**config.mk**
```make
export PLATFORM = sky130hd
export DESIGN_NAME = go_back_n_sender_window_unit
export DESIGN_NICKNAME = d
export VERILOG_FILES = /design/src/hdl/gbn_pkg.sv /design/src/hdl/go_back_n_sender_window_unit.sv /design/src/hdl/gbn_queue.sv /design/src/hdl/gbn_front.sv /design/src/hdl/gbn_back.sv
export VERILOG_INCLUDE_DIRS = /design/src /design/src/hdl
export SDC_FILE = /design/constraint.sdc
export NUM_CORES = 1
export LEC_CHECK = 0
export BUFFER_PORTS_ARGS = -buffer_cell sky130_fd_sc_hd__buf_2
export CORE_MARGIN = 2
export CORE_UTILIZATION = 60
export DETAILED_ROUTE_END_ITERATION = 10
export GPL_ROUTABILITY_DRIVEN = 0
export PLACE_DENSITY = 0.78
export SETUP_SLACK_MARGIN = 0.3
export SYNTH_ARGS = -nofsm -noshare
export SYNTH_HDL_FRONTEND = slang
export SYNTH_HIERARCHICAL = 1
export SYNTH_SLANG_ARGS = --single-unit
```
**constraint.sdc**
```tcl
create_clock -name i_clk -period 9.6 [get_ports i_clk]
set_clock_uncertainty 0.05 [all_clocks]
set_input_delay 1.44 -clock i_clk [delete_from_list [all_inputs] [get_ports i_clk]]
set_output_delay 1.44 -clock i_clk [all_outputs]
set_load 0.005 [all_outputs]
```
**src/hdl/go_back_n_sender_window_unit_defines.svh**
```systemverilog
// assertion macros shared by the go-back-n sender window modules
`ifndef GO_BACK_N_SENDER_WINDOW_UNIT_DEFINES_SVH
`define GO_BACK_N_SENDER_WINDOW_UNIT_DEFINES_SVH

// same-cycle implication, checked on every rising edge outside reset
`define GBN_ASSERT_SAME(lbl, ante, cons, msg) \
    lbl: assert property (@(posedge i_clk) disable iff (!i_rst_n) (ante) |-> (cons)) \
        else $error(msg);

// next-cycle implication, checked on every rising edge outside reset
`define GBN_ASSERT_NEXT(lbl, ante, cons, msg) \
    lbl: assert property (@(posedge i_clk) disable iff (!i_rst_n) (ante) |=> (cons)) \
        else $error(msg);

`endif

```
**src/hdl/gbn_pkg.sv**
```systemverilog
// shared types, constants and helpers of the go-back-n sender window
`timescale 1ns / 1ps
`default_nettype none
package gbn_pkg;

    localparam int MAX_WINDOW  = 8;
    localparam int SEQ_BITS    = 16;
    localparam int CNT_W       = $clog2(MAX_WINDOW + 1);
    localparam int QUEUE_DEPTH = 2;

    // fixed field widths on the ports
    localparam int WIN_REG_W   = 4;
    localparam int TOTAL_W     = 16;
    localparam int ACK_W       = 16;
    localparam int OP_W        = 2;
    localparam int SEQ_FIELD_W = 16;
    localparam int CFG_IDX_W   = 1;
    localparam int CFG_DATA_W  = 16;
    localparam int CMP_W       = (SEQ_BITS > ACK_W) ? SEQ_BITS : ACK_W;

    localparam logic [TOTAL_W:0] SEQ_MAX_CAP =
        (SEQ_BITS >= TOTAL_W) ? {1'b0, {TOTAL_W{1'b1}}}
                              : (TOTAL_W + 1)'((64'd1 << SEQ_BITS) - 64'd1);

    // configuration register indexes
    localparam logic [CFG_IDX_W-1:0] CFG_WINDOW_SIZE   = 1'b0;
    localparam logic [CFG_IDX_W-1:0] CFG_TOTAL_PACKETS = 1'b1;

    // reset values of the configuration registers
    localparam logic [WIN_REG_W-1:0] WINDOW_RESET = 4'd4;
    localparam logic [TOTAL_W-1:0]   TOTAL_RESET  = 16'd10;

    typedef logic [SEQ_BITS-1:0] t_seq;
    typedef logic [CNT_W-1:0]    t_cnt;

    typedef enum logic [OP_W-1:0] {
        OP_START   = 2'd0,
        OP_ACK     = 2'd1,
        OP_TIMEOUT = 2'd2
    } t_opcode;

    typedef enum logic [1:0] {
        ACK_OK     = 2'd0,
        ACK_STALE  = 2'd1,
        ACK_BEYOND = 2'd2
    } t_ack_status;

    typedef enum logic [1:0] {
        ST_IDLE,
        ST_PREP,
        ST_SIZE,
        ST_EMIT
    } t_back_state;

    // classified event handed from front to back
    typedef struct packed {
        logic        timeout;
        t_ack_status status;
        logic        done;
        t_seq        base;
    } t_cmd;

    // back-end status seen by the front end
    typedef struct packed {
        logic busy;
        t_seq next_seq;
    } t_back_status;

    // one result beat
    typedef struct packed {
        logic        send_valid;
        t_seq        seq_number;
        logic        is_resend;
        t_ack_status ack_status;
        logic        all_done;
        logic        last;
    } t_result;

    // window register value mapped into 1 .. MAX_WINDOW
    function automatic t_cnt eff_window(input logic [WIN_REG_W-1:0] w);
        t_cnt r;
        if (w == '0) begin
            r = t_cnt'(1);
        end else if (32'(w) > MAX_WINDOW) begin
            r = t_cnt'(MAX_WINDOW);
        end else begin
            r = t_cnt'(w);
        end
        return r;
    endfunction

    // total count capped so every number fits the sequence width
    function automatic t_seq eff_total(input logic [TOTAL_W-1:0] t);
        t_seq r;
        if ({1'b0, t} > SEQ_MAX_CAP) begin
            r = t_seq'(SEQ_MAX_CAP);
        end else begin
            r = t_seq'(t);
        end
        return r;
    endfunction

    // clamp a span to at most one full window
    function automatic t_cnt clamp_cnt(input logic [SEQ_BITS:0] v);
        t_cnt r;
        if (v > (SEQ_BITS + 1)'(MAX_WINDOW)) begin
            r = t_cnt'(MAX_WINDOW);
        end else begin
            r = t_cnt'(v);
        end
        return r;
    endfunction

endpackage
`default_nettype wire

```
**src/hdl/go_back_n_sender_window_unit.sv**
```systemverilog
// top level of the go-back-n sender window: config registers, front end, queue, sequencer
//
//  channel   dir  handshake                   payload
//  events    in   i_s_tvalid / o_s_tready     tdata: ack_number; tuser: opcode
//  results   out  o_m_tvalid / i_m_tready     tdata: result flags and number; tlast: last
//  config    in   i_cfg_valid / o_cfg_ready   i_cfg_index, i_cfg_data
//
// an event passes the front register, then the queue, then the sequencer, which sizes
// the burst of n = 1 .. 8 results in its PREP and SIZE states, then sends one beat per
// cycle from its output register while i_m_tready is high.
// the next event is taken once the sequencer is idle, while the last beat may still wait.
// synchronous active-low reset clears base and next sequence, window 4, total 10.
// a low i_m_tready holds the sequencer on the current beat.
`timescale 1ns / 1ps
`default_nettype none
module go_back_n_sender_window_unit (
    input  wire                                 i_clk,
    input  wire                                 i_rst_n,
    // event beat
    input  wire                                 i_s_tvalid,
    output logic                                o_s_tready,
    input  wire  [15:0]                         i_s_tdata,   // [15:0] ack_number
    input  wire  [1:0]                          i_s_tuser,   // [1:0] opcode
    // result beat
    output logic                                o_m_tvalid,
    input  wire                                 i_m_tready,
    output logic [23:0]                         o_m_tdata,   // [0] send_valid, [16:1] seq_number,
                                                             // [17] is_resend, [19:18] ack_status,
                                                             // [20] all_done, [23:21] zero
    output logic                                o_m_tlast,
    // configuration write
    input  wire                                 i_cfg_valid,
    output logic                                o_cfg_ready,
    input  wire  [gbn_pkg::CFG_IDX_W-1:0]       i_cfg_index,
    input  wire  [gbn_pkg::CFG_DATA_W-1:0]      i_cfg_data
);
    import gbn_pkg::*;

    logic [WIN_REG_W-1:0] r_window;
    logic [TOTAL_W-1:0]   r_total;
    t_cnt                 win_eff;
    t_seq                 total_eff;
    t_back_status         back_status;
    t_cmd                 push_cmd, pop_cmd;
    logic                 push, pop, queue_empty, queue_full;
    t_result              result;

    // configuration registers
    assign o_cfg_ready = 1'b1;

    always_ff @(posedge i_clk) begin
        if (!i_rst_n) begin
            r_window <= WINDOW_RESET;
            r_total  <= TOTAL_RESET;
        end else if (i_cfg_valid) begin
            unique case (i_cfg_index)
                CFG_WINDOW_SIZE:   r_window <= i_cfg_data[WIN_REG_W-1:0];
                CFG_TOTAL_PACKETS: r_total  <= i_cfg_data[TOTAL_W-1:0];
                default: ;
            endcase
        end
    end

    assign win_eff   = eff_window(r_window);
    assign total_eff = eff_total(r_total);

    // event front end
    gbn_front u_front (
        .i_clk         (i_clk),
        .i_rst_n       (i_rst_n),
        .i_tvalid      (i_s_tvalid),
        .o_tready      (o_s_tready),
        .i_ack         (i_s_tdata),
        .i_opcode      (i_s_tuser),
        .i_back        (back_status),
        .i_total       (total_eff),
        .i_queue_empty (queue_empty),
        .o_push        (push),
        .o_cmd         (push_cmd)
    );

    // command queue
    gbn_queue u_queue (
        .i_clk   (i_clk),
        .i_rst_n (i_rst_n),
        .i_push  (push),
        .i_data  (push_cmd),
        .i_pop   (pop),
        .o_data  (pop_cmd),
        .o_empty (queue_empty),
        .o_full  (queue_full)
    );

    // send sequencer
    gbn_back u_back (
        .i_clk         (i_clk),
        .i_rst_n       (i_rst_n),
        .i_queue_empty (queue_empty),
        .o_pop         (pop),
        .i_cmd         (pop_cmd),
        .i_window      (win_eff),
        .i_total       (total_eff),
        .o_status      (back_status),
        .o_tvalid      (o_m_tvalid),
        .i_tready      (i_m_tready),
        .o_result      (result)
    );

    // result beat packing
    assign o_m_tdata = {3'b000,
                        result.all_done,
                        result.ack_status,
                        result.is_resend,
                        SEQ_FIELD_W'(result.seq_number),
                        result.send_valid};
    assign o_m_tlast = result.last;

endmodule
`default_nettype wire

```
**src/hdl/gbn_queue.sv**
```systemverilog
// short command queue between the event front end and the send sequencer
`timescale 1ns / 1ps
`default_nettype none
module gbn_queue (
    input  wire               i_clk,
    input  wire               i_rst_n,
    input  wire               i_push,
    input  gbn_pkg::t_cmd     i_data,
    input  wire               i_pop,
    output gbn_pkg::t_cmd     o_data,
    output logic              o_empty,
    output logic              o_full
);
    import gbn_pkg::*;

    localparam int PTR_W = (QUEUE_DEPTH > 1) ? $clog2(QUEUE_DEPTH) : 1;
    localparam int FILL_W = $clog2(QUEUE_DEPTH + 1);

    t_cmd              r_mem [QUEUE_DEPTH];
    logic [PTR_W-1:0]  r_wr_ptr, n_wr_ptr;
    logic [PTR_W-1:0]  r_rd_ptr, n_rd_ptr;
    logic [FILL_W-1:0] r_fill, n_fill;
    logic              do_push, do_pop;

    assign o_empty = (r_fill == '0);
    assign o_full  = (r_fill == FILL_W'(QUEUE_DEPTH));
    assign o_data  = r_mem[r_rd_ptr];
    assign do_push = i_push && !o_full;
    assign do_pop  = i_pop && !o_empty;

    // pointer and fill update
    always_comb begin
        n_wr_ptr = r_wr_ptr;
        n_rd_ptr = r_rd_ptr;
        n_fill   = r_fill;
        if (do_push) begin
            n_wr_ptr = (r_wr_ptr == PTR_W'(QUEUE_DEPTH - 1)) ? '0 : r_wr_ptr + 1'b1;
        end
        if (do_pop) begin
            n_rd_ptr = (r_rd_ptr == PTR_W'(QUEUE_DEPTH - 1)) ? '0 : r_rd_ptr + 1'b1;
        end
        if (do_push && !do_pop) begin
            n_fill = r_fill + 1'b1;
        end else if (do_pop && !do_push) begin
            n_fill = r_fill - 1'b1;
        end
    end

    always_ff @(posedge i_clk) begin
        if (!i_rst_n) begin
            r_wr_ptr <= '0;
            r_rd_ptr <= '0;
            r_fill   <= '0;
        end else begin
            r_wr_ptr <= n_wr_ptr;
            r_rd_ptr <= n_rd_ptr;
            r_fill   <= n_fill;
        end
    end

    // entry storage, no reset
    always_ff @(posedge i_clk) begin
        if (do_push) begin
            r_mem[r_wr_ptr] <= i_data;
        end
    end

endmodule
`default_nettype wire

```
**src/hdl/gbn_front.sv**
```systemverilog
// event front end: takes events, classifies acks and keeps the window base
`timescale 1ns / 1ps
`default_nettype none
`include "go_back_n_sender_window_unit_defines.svh"
module gbn_front (
    input  wire                                 i_clk,
    input  wire                                 i_rst_n,
    input  wire                                 i_tvalid,
    output logic                                o_tready,
    input  wire  [gbn_pkg::ACK_W-1:0]           i_ack,
    input  wire  [gbn_pkg::OP_W-1:0]            i_opcode,
    input  gbn_pkg::t_back_status               i_back,
    input  gbn_pkg::t_seq                       i_total,
    input  wire                                 i_queue_empty,
    output logic                                o_push,
    output gbn_pkg::t_cmd                       o_cmd
);
    import gbn_pkg::*;

    logic        r_cmd_valid;
    t_cmd        r_cmd, n_cmd;
    t_seq        r_base, n_base;
    logic        accept;
    logic [CMP_W-1:0] ack_w, next_w, base_w;

    // one event in flight: wait for queue and sequencer to drain
    assign o_tready = !r_cmd_valid && i_queue_empty && !i_back.busy;
    assign accept   = i_tvalid && o_tready;
    assign o_push   = r_cmd_valid;
    assign o_cmd    = r_cmd;

    assign ack_w  = CMP_W'(i_ack);
    assign next_w = CMP_W'(i_back.next_seq);
    assign base_w = CMP_W'(r_base);

    // ack classification and base move
    always_comb begin
        n_base         = r_base;
        n_cmd.status   = ACK_OK;
        n_cmd.timeout  = (i_opcode == OP_TIMEOUT);
        if (i_opcode == OP_ACK) begin
            if (ack_w >= next_w) begin
                n_cmd.status = ACK_BEYOND;
            end else if (ack_w < base_w) begin
                n_cmd.status = ACK_STALE;
            end else begin
                n_base = t_seq'(i_ack) + 1'b1;
            end
        end
        n_cmd.base = n_base;
        n_cmd.done = (n_base >= i_total);
    end

    always_ff @(posedge i_clk) begin
        if (!i_rst_n) begin
            r_cmd_valid <= 1'b0;
            r_base      <= '0;
        end else if (accept) begin
            r_cmd_valid <= 1'b1;
            r_base      <= n_base;
        end else begin
            r_cmd_valid <= 1'b0;
        end
    end

    always_ff @(posedge i_clk) begin
        if (accept) begin
            r_cmd <= n_cmd;
        end
    end

    // checks
    `GBN_ASSERT_NEXT(a_ack_moves_base, accept && i_opcode == OP_ACK && ack_w < next_w && ack_w >= base_w, r_base == $past(t_seq'(i_ack)) + 1'b1, "accepted ack did not move base")
    `GBN_ASSERT_SAME(a_base_not_past_next, !i_back.busy, r_base <= i_back.next_seq, "window base beyond next sequence")
    `GBN_ASSERT_SAME(a_push_into_empty, r_cmd_valid, i_queue_empty && !i_back.busy, "command pushed while back end busy")

endmodule
`default_nettype wire

```
**src/hdl/gbn_back.sv**
```systemverilog
// send sequencer: sizes each event's burst and emits resends and fresh sends
`timescale 1ns / 1ps
`default_nettype none
`include "go_back_n_sender_window_unit_defines.svh"
module gbn_back (
    input  wire                    i_clk,
    input  wire                    i_rst_n,
    input  wire                    i_queue_empty,
    output logic                   o_pop,
    input  gbn_pkg::t_cmd          i_cmd,
    input  gbn_pkg::t_cnt          i_window,
    input  gbn_pkg::t_seq          i_total,
    output gbn_pkg::t_back_status  o_status,
    output logic                   o_tvalid,
    input  wire                    i_tready,
    output gbn_pkg::t_result       o_result
);
    import gbn_pkg::*;

    t_back_state r_state, n_state;
    t_seq        r_next, n_next;
    t_cmd        r_cmd;
    t_cnt        r_resend_n, r_lim_w, r_lim_t, r_n, r_k, n_k;
    logic        r_empty;
    logic        r_out_valid, n_out_valid;
    t_result     r_out, n_out;
    logic        load_out, slot_free, is_last;

    // sizing terms
    t_seq              diff;
    logic [SEQ_BITS:0] end_w, span_w;
    t_seq              span_t;
    t_cnt              room, fill, lim_min, sum;

    assign o_tvalid        = r_out_valid;
    assign o_result        = r_out;
    assign o_status.busy   = (r_state != ST_IDLE);
    assign o_status.next_seq = r_next;
    assign slot_free       = !r_out_valid || i_tready;

    // burst limits from the event
    assign diff   = r_next - r_cmd.base;
    assign end_w  = {1'b0, r_cmd.base} + (SEQ_BITS + 1)'(i_window);
    assign span_w = end_w - {1'b0, r_next};
    assign span_t = i_total - r_next;

    // fill count from limits
    assign room    = t_cnt'(MAX_WINDOW) - r_resend_n;
    assign lim_min = (r_lim_w < r_lim_t) ? r_lim_w : r_lim_t;
    assign fill    = (lim_min < room) ? lim_min : room;
    assign sum     = r_resend_n + fill;
    assign is_last = r_empty || (r_k == r_n - 1'b1);

    // sequencer
    always_comb begin
        n_state     = r_state;
        n_next      = r_next;
        n_k         = r_k;
        o_pop       = 1'b0;
        load_out    = 1'b0;
        n_out       = r_out;
        unique case (r_state)
            ST_IDLE: begin
                if (!i_queue_empty) begin
                    o_pop   = 1'b1;
                    n_state = ST_PREP;
                end
            end
            ST_PREP: begin
                n_state = ST_SIZE;
            end
            ST_SIZE: begin
                n_k     = '0;
                n_state = ST_EMIT;
            end
            ST_EMIT: begin
                if (slot_free) begin
                    load_out         = 1'b1;
                    n_out.ack_status = r_cmd.status;
                    n_out.all_done   = r_cmd.done;
                    n_out.last       = is_last;
                    if (r_empty) begin
                        n_out.send_valid = 1'b0;
                        n_out.seq_number = '0;
                        n_out.is_resend  = 1'b0;
                    end else if (r_k < r_resend_n) begin
                        n_out.send_valid = 1'b1;
                        n_out.seq_number = r_cmd.base + t_seq'(r_k);
                        n_out.is_resend  = 1'b1;
                    end else begin
                        n_out.send_valid = 1'b1;
                        n_out.seq_number = r_next;
                        n_out.is_resend  = 1'b0;
                        n_next           = r_next + 1'b1;
                    end
                    n_k = r_k + 1'b1;
                    if (is_last) begin
                        n_state = ST_IDLE;
                    end
                end
            end
            default: begin
                n_state = ST_IDLE;
            end
        endcase
    end

    // output register valid
    always_comb begin
        n_out_valid = r_out_valid;
        if (load_out) begin
            n_out_valid = 1'b1;
        end else if (i_tready) begin
            n_out_valid = 1'b0;
        end
    end

    always_ff @(posedge i_clk) begin
        if (!i_rst_n) begin
            r_state     <= ST_IDLE;
            r_next      <= '0;
            r_k         <= '0;
            r_out_valid <= 1'b0;
        end else begin
            r_state     <= n_state;
            r_next      <= n_next;
            r_k         <= n_k;
            r_out_valid <= n_out_valid;
        end
    end

    // event latch, sizing and result payload
    always_ff @(posedge i_clk) begin
        if (o_pop) begin
            r_cmd <= i_cmd;
        end
        if (r_state == ST_PREP) begin
            r_resend_n <= r_cmd.timeout ? clamp_cnt({1'b0, diff}) : '0;
            r_lim_w    <= ({1'b0, r_next} < end_w) ? clamp_cnt(span_w) : '0;
            r_lim_t    <= (r_next < i_total) ? clamp_cnt({1'b0, span_t}) : '0;
        end
        if (r_state == ST_SIZE) begin
            r_n     <= sum;
            r_empty <= (sum == '0);
        end
        if (load_out) begin
            r_out <= n_out;
        end
    end

    // checks
    `GBN_ASSERT_SAME(a_burst_in_range, r_state == ST_EMIT && !r_empty, r_k < r_n, "emit index past burst length")
    `GBN_ASSERT_SAME(a_burst_bounded, r_state == ST_EMIT, r_n <= t_cnt'(MAX_WINDOW), "burst longer than one window")
    `GBN_ASSERT_NEXT(a_fresh_bumps_next, r_state == ST_EMIT && slot_free && !r_empty && r_k >= r_resend_n, r_next == $past(r_next) + 1'b1, "fresh send did not advance next sequence")

endmodule
`default_nettype wire
```
==> report_table.html <==
<table>
<tr><th>Metric</th><th>Value</th></tr>
<tr><th colspan="2">Power</th></tr>
<tr><td>Worst vdd rail ir drop</td><td>0.131 mV</td></tr>
<tr><td>Power density cells</td><td>225 nW/um^2</td></tr>
<tr><td>Total power</td><td>3.10 mW</td></tr>
<tr><td>Leakage dissipation</td><td>5.34 nW</td></tr>
<tr><th colspan="2">Floorplanning</th></tr>
<tr><td>Initial core utilization</td><td>60.9%</td></tr>
<tr><td>Placeable core area</td><td>21000 sq um</td></tr>
<tr><td>I/O Pins</td><td>68</td></tr>
<tr><td>X dimension of the die</td><td>150 um</td></tr>
<tr><td>Standard-cell rows</td><td>53</td></tr>
<tr><td>Die Ht</td><td>150 um</td></tr>
<tr><td>Die Footprint</td><td>22500 sq um</td></tr>
<tr><th colspan="2">Layout</th></tr>
<tr><td>Area growth syn-to-layout</td><td>7.69%</td></tr>
<tr><td>Layout fillers</td><td>1698</td></tr>
<tr><td>Number of diodes added for antenna fixing</td><td>0</td></tr>
<tr><td>Post-layout utilization of the core</td><td>65.6%</td></tr>
<tr><td>Share of final-layout standard cells stronger than drive strength 1</td><td>12.6%</td></tr>
<tr><td>Final net count</td><td>1538</td></tr>
<tr><th colspan="2">Clocking</th></tr>
<tr><td>Number of CTS-inserted buffers</td><td>17</td></tr>
<tr><td>Hold bufs inserted after CTS</td><td>0</td></tr>
<tr><td>Clock tree from TritonCTS</td><td>yes</td></tr>
<tr><td>Source-to-sink clock delay at the later pin of the worst-skew pair</td><td>430 ps</td></tr>
<tr><td>Setup Fix Bufs, Post-CTS</td><td>0</td></tr>
<tr><td>Resize count post-CTS</td><td>0</td></tr>
<tr><td>Number of H-tree levels</td><td>4</td></tr>
<tr><td>TritonCTS sink count</td><td>184</td></tr>
<tr><td>Clock root buffer master</td><td>sky130_fd_sc_hd__clkbuf_16</td></tr>
<tr><td>Max Root-Sink Buffers</td><td>2</td></tr>
<tr><td>Register clock-pin slew on the reported worst setup and hold paths</td><td>70 ps</td></tr>
<tr><th colspan="2">Routing</th></tr>
<tr><td>Number of search-and-repair iterations in the first detailed-routing pass</td><td>6</td></tr>
<tr><td>Number of antenna-violating nets in the routed design</td><td>0</td></tr>
<tr><td>Total Wirelength</td><td>32300 um</td></tr>
<tr><td>DRT iter0 DRCs</td><td>973</td></tr>
<tr><td>DRC errors left</td><td>0</td></tr>
<tr><td>Average vias per placed instance</td><td>6.23</td></tr>
<tr><td>Routed length per placed instance</td><td>19.6 um</td></tr>
<tr><td>Routed vias</td><td>10300</td></tr>
<tr><th colspan="2">Placed design</th></tr>
<tr><td>HPWL reported at the end of detailed placement</td><td>24400 um</td></tr>
<tr><td>Count of input and output buffers</td><td>63</td></tr>
<tr><th colspan="2">Global route</th></tr>
<tr><td>Antenna violations before repair</td><td>0</td></tr>
<tr><td>Overall overflow remaining after global route</td><td>0</td></tr>
<tr><td>Global routing usage summed across all routing layers</td><td>29.2%</td></tr>
<tr><td>Wire length of the first global-routing pass</td><td>50900 um</td></tr>
<tr><td>Number of global-route vias before repair</td><td>9654</td></tr>
<tr><td>Pin count of the biggest net entering global routing</td><td>72</td></tr>
<tr><th colspan="2">Worst setup path</th></tr>
<tr><td>Instance count on the critical path</td><td>16</td></tr>
<tr><td>Arrival time reported for the critical path endpoint</td><td>5070 ps</td></tr>
<tr><td>Cell type of the slowest stage on the worst timing path</td><td>sky130_fd_sc_hd__nor3_2</td></tr>
<tr><td>Setup slack on the worst flop-to-flop path</td><td>4770 ps</td></tr>
<tr><td>Endpoint class of the critical path</td><td>register</td></tr>
<tr><td>Capture point of the worst reg-to-reg path</td><td>u_back/r_lim_w[3]</td></tr>
<tr><td>Critical path fanouts, max</td><td>17</td></tr>
<tr><td>Category of the worst setup path launch point</td><td>primary input</td></tr>
<tr><td>Critical Setup Path Class</td><td>primary input to register</td></tr>
<tr><td>Depth of the worst register-to-register path</td><td>19</td></tr>
<tr><td>Series of cell instances along the critical path</td><td>buf_2, inv_1, ha_1, nand2b_4, a2111oi_4, o31ai_4, nor3_2, a21boi_0, a21oi_1, ha_1, nand2b_1, a21o_1, a21oi_1, o21ai_0, o21ai_0, a31oi_1</td></tr>
<tr><td>Slowest stage delay, CP</td><td>840 ps</td></tr>
<tr><td>Cell type group with the largest total delay on the critical path</td><td>compound AO/OA/AOI/OAI gates</td></tr>
<tr><td>Number of buffers and inverters on the critical path</td><td>2</td></tr>
<tr><td>Critical R2R Launch</td><td>r_window[0]</td></tr>
<tr><td>Data required time at the worst endpoint</td><td>9710 ps</td></tr>
<tr><td>Critical path launch point</td><td>i_s_tdata[0]</td></tr>
<tr><td>Endpoint of the worst setup timing path</td><td>u_front/o_cmd[16]</td></tr>
<tr><th colspan="2">Yosys</th></tr>
<tr><td>Post-Synthesis Cell Area</td><td>12800 sq um</td></tr>
<tr><td>Ranking of synthesized cells by instance count</td><td>sky130_fd_sc_hd__ha_1, sky130_fd_sc_hd__inv_1, sky130_fd_sc_hd__edfxtp_1, sky130_fd_sc_hd__nor2_1, sky130_fd_sc_hd__nand2_1</td></tr>
<tr><td>Part of the Yosys area used for sequential elements</td><td>38.2%</td></tr>
<tr><td>Top cell type's share of synthesized area</td><td>28.0%</td></tr>
<tr><td>Number of distinct library cell variants in the gate-level netlist after synthesis</td><td>99</td></tr>
<tr><td>Share of flip-flops with an asynchronous set or reset after synthesis</td><td>0%</td></tr>
<tr><td>Dominant cell type by area after synthesis</td><td>sky130_fd_sc_hd__edfxtp_1</td></tr>
<tr><td>Number of standard cells after synthesis</td><td>1324</td></tr>
<tr><td>Flip-flop and latch count after synthesis</td><td>184</td></tr>
<tr><td>EDFF count, synth</td><td>119</td></tr>
<tr><td>Biggest area contributors in the synthesized netlist</td><td>sky130_fd_sc_hd__edfxtp_1, sky130_fd_sc_hd__ha_1, sky130_fd_sc_hd__dfxtp_1</td></tr>
<tr><td>Post-Syn Area per Cell</td><td>9.65 sq um</td></tr>
<tr><td>Post-synth top flop</td><td>sky130_fd_sc_hd__edfxtp_1</td></tr>
<tr><td>Warnings, synthesis</td><td>6</td></tr>
<tr><th colspan="2">Timing</th></tr>
<tr><td>Unrepaired setup endpoints after global routing</td><td>no</td></tr>
<tr><td>Achievable frequency</td><td>202 MHz</td></tr>
<tr><td>Final TNS setup</td><td>0 ps</td></tr>
<tr><td>Final Critical Period</td><td>4960 ps</td></tr>
<tr><td>Fraction of the cycle the final worst path needs</td><td>51.6%</td></tr>
<tr><td>Setup violators final</td><td>0</td></tr>
<tr><td>Slew HR</td><td>31.9%</td></tr>
<tr><td>Worst-margin pin slew</td><td>1020 ps</td></tr>
<tr><td>Pins over their slew limit</td><td>0</td></tr>
<tr><td>Hold_ws</td><td>371 ps</td></tr>
<tr><td>Hold Vio Cnt, Final</td><td>0</td></tr>
<tr><th colspan="2">Hold path</th></tr>
<tr><td>Kind of path behind the tightest hold check</td><td>register to register</td></tr>
<tr><th colspan="2">Run status</th></tr>
<tr><td>Result of the run</td><td>finished, final reports clean</td></tr>
<tr><th colspan="2">Run</th></tr>
<tr><td>Count of maximum capacitance violations</td><td>0</td></tr>
</table>
==> flip-flops by register name (all words and copies together) (netlist names), 16 cells and up, named ones only <==
signal / flops
u_back/o_result: 22
r_total: 16
u_back/r_next: 16
u_front/base_w: 16
u_queue/r_mem: 40
u_back/r_cmd: 20
u_front/o_cmd: 20
==> layer usage <==
metal  vias to the layer above  wire (um)  GRT usage, %
li1                       4910          -             -
met1                      4837      13700          38.7
met2                       462      15200          48.4
met3                        85       2330          4.88
met4                         0       1110          10.6
met5                         -          0             0
==> how the worst min path moves through the flow <==
stage	endpoint	from	depth (start not counted)
4_1_cts	u_back/o_result[2]	u_back/r_cmd[17]	0
3_3_place_gp	u_back/o_result[2]	u_back/r_cmd[17]	0
6_report	u_back/o_result[2]	u_back/r_cmd[17]	0
5_1_grt	u_back/o_result[2]	u_back/r_cmd[17]	0
3_5_place_dp	u_back/o_result[3]	u_back/r_cmd[18]	0
2_1_floorplan	u_back/o_result[1]	u_back/r_cmd[16]	0
==> power by group <==
group | switching (mW) | total, mW | internal [mW]
clock | 0.303 | 0.641 | 0.338
sequential | 0.125 | 1.19 | 1.06
combinational | 0.742 | 1.27 | 0.529
total | 1.17 | 3.10 | 1.93
==> worst reg2reg max path, delay by kind of cell (launching register included) <==
family | cells | cell delay [ps]
AO/OA/AOI/OAI | 8 | 2110
AND/OR/NAND/NOR | 4 | 840
adder cells (fa/ha/maj) | 3 | 810
XOR/XNOR | 2 | 330
flip-flops | 1 | 310
buffers and inverters | 2 | 120
==> kinds of logic (layout without fill, tap and decap cells) <==
group,Yosys count,count (layout),share of synthesized area [%]
AOI/OAI and AO/OA,314,314,17.1
xor gates and xnor gates,94,94,6.51
adders and majority gates,133,133,13.4
buffers and inverters,177,229,5.80
DFF,184,184,38.2
muxes,33,33,2.79
other,2,4,0.0588
and+or+nand+nor,387,387,16.2
==> cell type report <==
class,instances,area (sq um),area share [%]
Clock buffer,21,450,3.28
Clock inverter,11,80.1,0.582
Inverter,129,484,3.52
Multi-Input combinational cell,965,7170,52.1
Sequential cell,184,4870,35.4
Tap cell,275,344,2.50
Timing Repair Buffer,68,353,2.57
==> through the flow <==
| step | setup slack, ps | cells | cell area [sq um] |
|---|---|---|---|
| 6_report | 4640 | 1653 | 13800 |
| 5_1_grt | 4430 | 1653 | 13800 |
| 4_1_cts | 4720 | 1653 | 13800 |
| 3_5_place_dp | 4280 | 1621 | 13200 |
| 3_3_place_gp | 4440 | 1621 | 13200 |
| 2_1_floorplan | 5040 | 1326 | 12800 |
==> cell usage in the layout (no fill, tap or decap), types with 23 or more instances in the layout <==
cell,count
sky130_fd_sc_hd__a21oi_1,68
sky130_fd_sc_hd__ha_1,127
sky130_fd_sc_hd__xor2_1,25
sky130_fd_sc_hd__nand2_1,71
sky130_fd_sc_hd__nand3_1,50
sky130_fd_sc_hd__a21o_1,31
sky130_fd_sc_hd__o21ai_0,62
sky130_fd_sc_hd__inv_1,127
sky130_fd_sc_hd__edfxtp_1,119
sky130_fd_sc_hd__buf_2,63
sky130_fd_sc_hd__dfxtp_1,65
sky130_fd_sc_hd__xnor2_1,68
sky130_fd_sc_hd__nor3_1,23
sky130_fd_sc_hd__nor2_1,83
sky130_fd_sc_hd__nand4_1,47
No activity file was read; power rests on OpenSTA's default activity.
